`src/rtl/cbpe_pkg.sv`:
```
// ----------------------------------------------------------------------------
// cbpe_pkg
// Shared types and constants for the Cascade block parity engine.
// ----------------------------------------------------------------------------
package cbpe_pkg;

  // Key length; must be a power of two, at least 32
  localparam int KEY_BITS   = 1024;
  localparam int IDX_W      = $clog2(KEY_BITS);
  localparam int NUM_PASSES = 4;
  localparam int PASS_W     = 2;
  localparam int TBL_AW     = IDX_W + PASS_W;
  localparam int BLK_W      = 4;
  // log2 of the pass 0 block size (KEY_BITS / 16)
  localparam int BLK_LOG0   = IDX_W - 4;

  // Item action codes
  localparam logic [1:0] ACT_KEY_WRITE = 2'd0;
  localparam logic [1:0] ACT_TBL_WRITE = 2'd1;
  localparam logic [1:0] ACT_COMPUTE   = 2'd2;
  localparam logic [1:0] ACT_QUERY     = 2'd3;

  typedef struct packed {
    logic [1:0]       action;
    logic [1:0]       pass_select;
    logic [IDX_W-1:0] position;
    logic             key_bit;
    logic [IDX_W-1:0] bit_index;
    logic             last;
  } item_t;

  typedef struct packed {
    logic             parity;
    logic [1:0]       pass_number;
    logic [BLK_W-1:0] block_number;
    logic             is_query;
    logic             last_of_run;
  } result_t;

  // Controller to datapath
  typedef struct packed {
    logic accept;     // item taken this cycle
    logic issue;      // launch next table slot of a compute walk
    logic cnt_clear;  // hold walk counter at zero; clear block accumulator when stage 2 is empty
  } cbpe_cmd_t;

  // Datapath to controller
  typedef struct packed {
    logic cnt_last;   // walk counter at final slot of final table
    logic pipe_empty; // no compute slot in flight
  } cbpe_status_t;

endpackage

```
`src/rtl/cbpe_ctrl.sv`:
```
// ----------------------------------------------------------------------------
// cbpe_ctrl
// Controller: takes items, sequences the compute walk and drains the pipe.
// ----------------------------------------------------------------------------
module cbpe_ctrl
  import cbpe_pkg::*;
(
  input  logic         clk,
  input  logic         rst,
  input  logic         start,
  input  logic [1:0]   action,
  input  cbpe_status_t status,
  output cbpe_cmd_t    cmd,
  output logic         busy
);

  localparam logic [1:0] ST_IDLE  = 2'd0;
  localparam logic [1:0] ST_RUN   = 2'd1;
  localparam logic [1:0] ST_DRAIN = 2'd2;

  logic [1:0] state;
  logic [1:0] state_next;

  // Next state
  always_comb begin
    state_next = state;
    case (state)
      ST_IDLE: begin
        if (start && action == ACT_COMPUTE) state_next = ST_RUN;
      end
      ST_RUN: begin
        if (status.cnt_last) state_next = ST_DRAIN;
      end
      ST_DRAIN: begin
        if (status.pipe_empty) state_next = ST_IDLE;
      end
      default: state_next = ST_IDLE;
    endcase
  end

  always_ff @(posedge clk) begin
    if (rst) state <= ST_IDLE;
    else     state <= state_next;
  end

  // Commands
  assign busy          = (state != ST_IDLE);
  assign cmd.accept    = start && (state == ST_IDLE);
  assign cmd.issue     = (state == ST_RUN);
  assign cmd.cnt_clear = (state != ST_RUN);

endmodule

```
`config.mk`:
```
export PLATFORM = sky130hd
export DESIGN_NAME = cbpe_ctrl
export DESIGN_NICKNAME = d
export VERILOG_FILES = /design/src/rtl/cbpe_pkg.sv /design/src/rtl/cbpe_ctrl.sv
export SDC_FILE = /design/constraint.sdc
export NUM_CORES = 1
export LEC_CHECK = 0
export BUFFER_PORTS_ARGS = -buffer_cell sky130_fd_sc_hd__buf_4
export CELL_PAD_IN_SITES_DETAIL_PLACEMENT = 0
export CELL_PAD_IN_SITES_GLOBAL_PLACEMENT = 1
export CORE_AREA = 4 4 41 43
export DETAILED_ROUTE_END_ITERATION = 12
export DIE_AREA = 0 0 45 47
export PLACE_DENSITY = 0.43
export SYNTH_ARGS = -nofsm -noshare
export SYNTH_HDL_FRONTEND = slang
export SYNTH_SLANG_ARGS = --single-unit
```
`constraint.sdc`:
```
create_clock -name clk -period 1.3 [get_ports clk]
set_clock_uncertainty 0.1 [all_clocks]
set_input_delay 0.195 -clock clk [delete_from_list [all_inputs] [get_ports clk]]
set_output_delay 0.195 -clock clk [all_outputs]
set_load 0.01 [all_outputs]
```
======== After elaboration in Yosys (flattened, before gate mapping) ========
Index checks and enable logic that the tools add are counted.
storage, ports and cells
  bits in registers ....................... 2
  input port bits ......................... 7
  output and inout bits ................... 4
  logic and storage cells ................. 17
cells by class
  reduce and logical (&&, ||, !) cells .... 5
  equality and inequality tests ........... 7
  mux-type cells .......................... 4
operators with widths
  cell                  count
  $mux W2               3
  $ne A2 B2 Y1 const B  3
  $pmux W2 S3           1
  $eq A2 B2 Y1 const B  2
  $reduce_and A3 Y1     1
  $eq A2 B1 Y1 const B  1
  $logic_and A1 B1 Y1   2
  $logic_not A2 Y1      1
  $ne A2 B1 Y1 const B  1
  $reduce_bool A2 Y1    1

======== Logic depth before layout (Yosys ltp) ========
  word-level depth ........................ 4
  depth in mapped cells ................... 3
  depth with buffers taken out ............ 2

======== Worst setup path before layout ========
OpenSTA, ideal clock, no wires.
  path kind ............................... register to output
  start point ............................. register state[0]
  end point ............................... output port cmd[1] in the netlist's numbering
  slack ................................... 0.156 ns
  data required time ...................... 1.005 ns
  arrival time ............................ 0.849 ns
  stages on the path, launching flop included .. 4
  buffers on the path ..................... 1
  cell sequence ........................... dfxtp_1 > or2b_2 > inv_1 > buf_4
RTL lines
  what                    RTL line         text
  from (decl)             cbpe_ctrl.sv:21  logic [1:0] state;
  from (signal assigned)  cbpe_ctrl.sv:43  else state <= state_next;
  to (decl)               cbpe_ctrl.sv:13  output cbpe_cmd_t cmd,

==> flow_metrics.py <==
metrics = {
    "run_status": {
        "status": "complete, no violations",
    },
    "floorplan": {
        "die-area_mm2": 0.00212,
        "chipHeight_um": 47,
        "io_pins": 11,
        "rows": 13,
        "die_w_um": 45,
        "initial_core_util": 0.0952,
        "coreArea_mm2": 0.00130,
    },
    "clock_tree": {
        "clkTransAtPathRegs_ps": 30,
        "htree_levels": 1,
        "cts_buffers": 3,
        "cts_buffer_depth": 2,
        "clk_latency_ps": 220,
        "clockRootBuffer": "clkbuf_4",
        "clock-sinks": 2,
        "cts_tree": "yes",
    },
    "global_routing": {
        "grt_antenna_before_repair": 0,
        "grt_max_degree": 6,
        "grt_pass1_wl_um": 690,
        "grt_usage": 0.0497,
        "gr-total-overflow": 0,
        "grt_pass1_vias": 168,
    },
    "finish": {
        "diodes": 0,
        "largest_reg_flops": 2,
        "final_area_um2": 263,
        "top_regs": "state x2",
        "drive_above_1_share": 0.778,
        "finalNetCount": 36,
        "final_common_cell": "buf_4",
        "top_register": "state",
        "final_cell_mix": "buf_4 (9), clkbuf_4 (3), buf_6 (2), dfxtp_2 (2)",
        "area_growth_pct": 112,
    },
    "placed_design": {
        "pre_cts_slack_ps": 139,
        "io_buffer_count": 10,
        "place_congestion": 0.586,
        "placed_area_um2": 210,
    },
    "drt": {
        "routed_via_density": 3.71,
        "wl_per_cell_um": 8.74,
        "first_pass_iters": 1,
        "ant_nets": 0,
        "wl_um": 367,
        "vias": 156,
        "drc": 0,
        "drt_iter0_drc": 0,
    },
    "power": {
        "swShare": 0.217,
        "pwr-share-clk": 0.549,
        "intPower_mw": 0.197,
        "peakVddDrop_mv": 0.281,
        "p_leak_nw": 0.120,
        "p_per_area_mw_per_mm2": 959,
        "total_power_mw": 0.252,
        "p_sw_mw": 0.0547,
        "combPwrFrac": 0.191,
        "sequentialPowerShare": 0.260,
    },
    "sta": {
        "final.period_utilization": 0.995,
        "fmax_mhz": 773,
        "fin_crit_ps": 1290,
        "fin_ws_ps": 7.08,
        "hold_violations": 0,
        "rsz0062_at_grt": "true",
        "final-setup-viol-count": 0,
        "finalMaxSlewViolations": 0,
        "slew_headroom": 0.881,
        "tns_ps": 0,
        "worstMarginPinSlew_ps": 177,
    },
    "worst_setup_path": {
        "worstPathArrival_ps": 1000,
        "cp_max_fo": 5,
        "setup.worst_path.end_class": "output port",
        "cp.required_ps": 1000,
        "path_class": "flip-flop to output port",
        "crit_path_start_kind": "flip-flop",
    },
    "flow_run": {
        "maxCapViolCount": 0,
    },
    "yosys": {
        "yosysSeqAreaShare": 0.323,
        "synth_top_family_by_area": "simple AND/OR/NAND/NOR gates",
        "synth_nets": 21,
        "synth.area.mux_share": 0,
        "netlist_instances": 14,
        "synth_compound_area_frac": 0.131,
        "yosys.area_share.xor_xnor": 0,
        "synth-adder-area-share": 0,
        "yosys_warnings": 0,
        "avgSynthCellArea_um2": 8.85,
        "syn_area_um2": 124,
        "netlist-cell-type-count": 12,
        "synth-simple-area-share": 0.424,
        "ys_ff_latch": 2,
    },
    "hold_path": {
        "min_path_type": "primary input to flip-flop",
    },
}
synth_stat cells (all sizes together):
library cell,n,share of area
nand3b,1,0.061
or3b,1,0.071
inv,2,0.061
or2,1,0.051
or2b,1,0.071
buf,1,0.061
a21oi,1,0.071
dfxtp,2,0.32
nand2b,1,0.051
nor2,1,0.030
a211oi,1,0.061
nand4bb,1,0.091
final cells by class:
type	instances	area [um2]
clock buffers	3	22.5
fillers	152	1040
well taps	15	18.8
repair buffers	11	90.1
multi-input cells	9	81.3
flip-flops and latches	2	42.5
inverters	2	7.51
metal layers:
| layer | global-route usage | part of all wire |
|---|---|---|
| met5 | 0 | 0 |
| met4 | 0.0351 | 0 |
| met2 | 0.0650 | 0.42 |
| met3 | 0.0536 | 0.23 |
| met1 | 0.0452 | 0.35 |
per-stage QoR:
step	cells	utilization	hold slack [ps]
floorplan	14	-	157
global placement	38	0.162	262
detailed placement	38	0.162	266
CTS	42	0.190	19.2
global route	42	0.202	21.0
finish	42	0.202	29.1
cells by family after synthesis:
logic type / after synthesis
buffers and inverters: 3
AOI/OAI and AO/OA: 2
DFF: 2
and+or+nand+nor: 7
power groups by stage:
stage,Clock [mW],Sequential [mW],Combinational [mW]
floorplan,0,0.0658,0.0147
global placement,0,0.0666,0.0382
detailed placement,0,0.0666,0.0390
CTS,0.149,0.0656,0.0432
global route,0.158,0.0658,0.0527
finish,0.138,0.0656,0.0481
repair_timing:
action	4_1_cts	5_1_grt
endpoints found under the hold margin	0	0
buffers inserted	1	0
resized for setup	4	5
pin swaps	1	0
endpoints found under the setup margin	4	2
hold buffers	0	0
critical path, stage by stage, from the launching register on:
cell and delay [ps]:
dfxtp_2 330, or2_4 240, nor2_4 100, buf_6 100
worst paths after layout:
check	start	end	slack [ps]	cells after the start
worst max-delay path	state[1]$_SDFFE_PP0P_	cmd[2]	7	3
worst min-delay path	rst	state[1]$_SDFFE_PP0P_	30	2
worst max register to register	state[0]$_SDFFE_PP0P_	state[1]$_SDFFE_PP0P_	190	3
worst min register to register	state[1]$_SDFFE_PP0P_	state[0]$_SDFFE_PP0P_	350	1
Power figures use the tool's default switching activity.
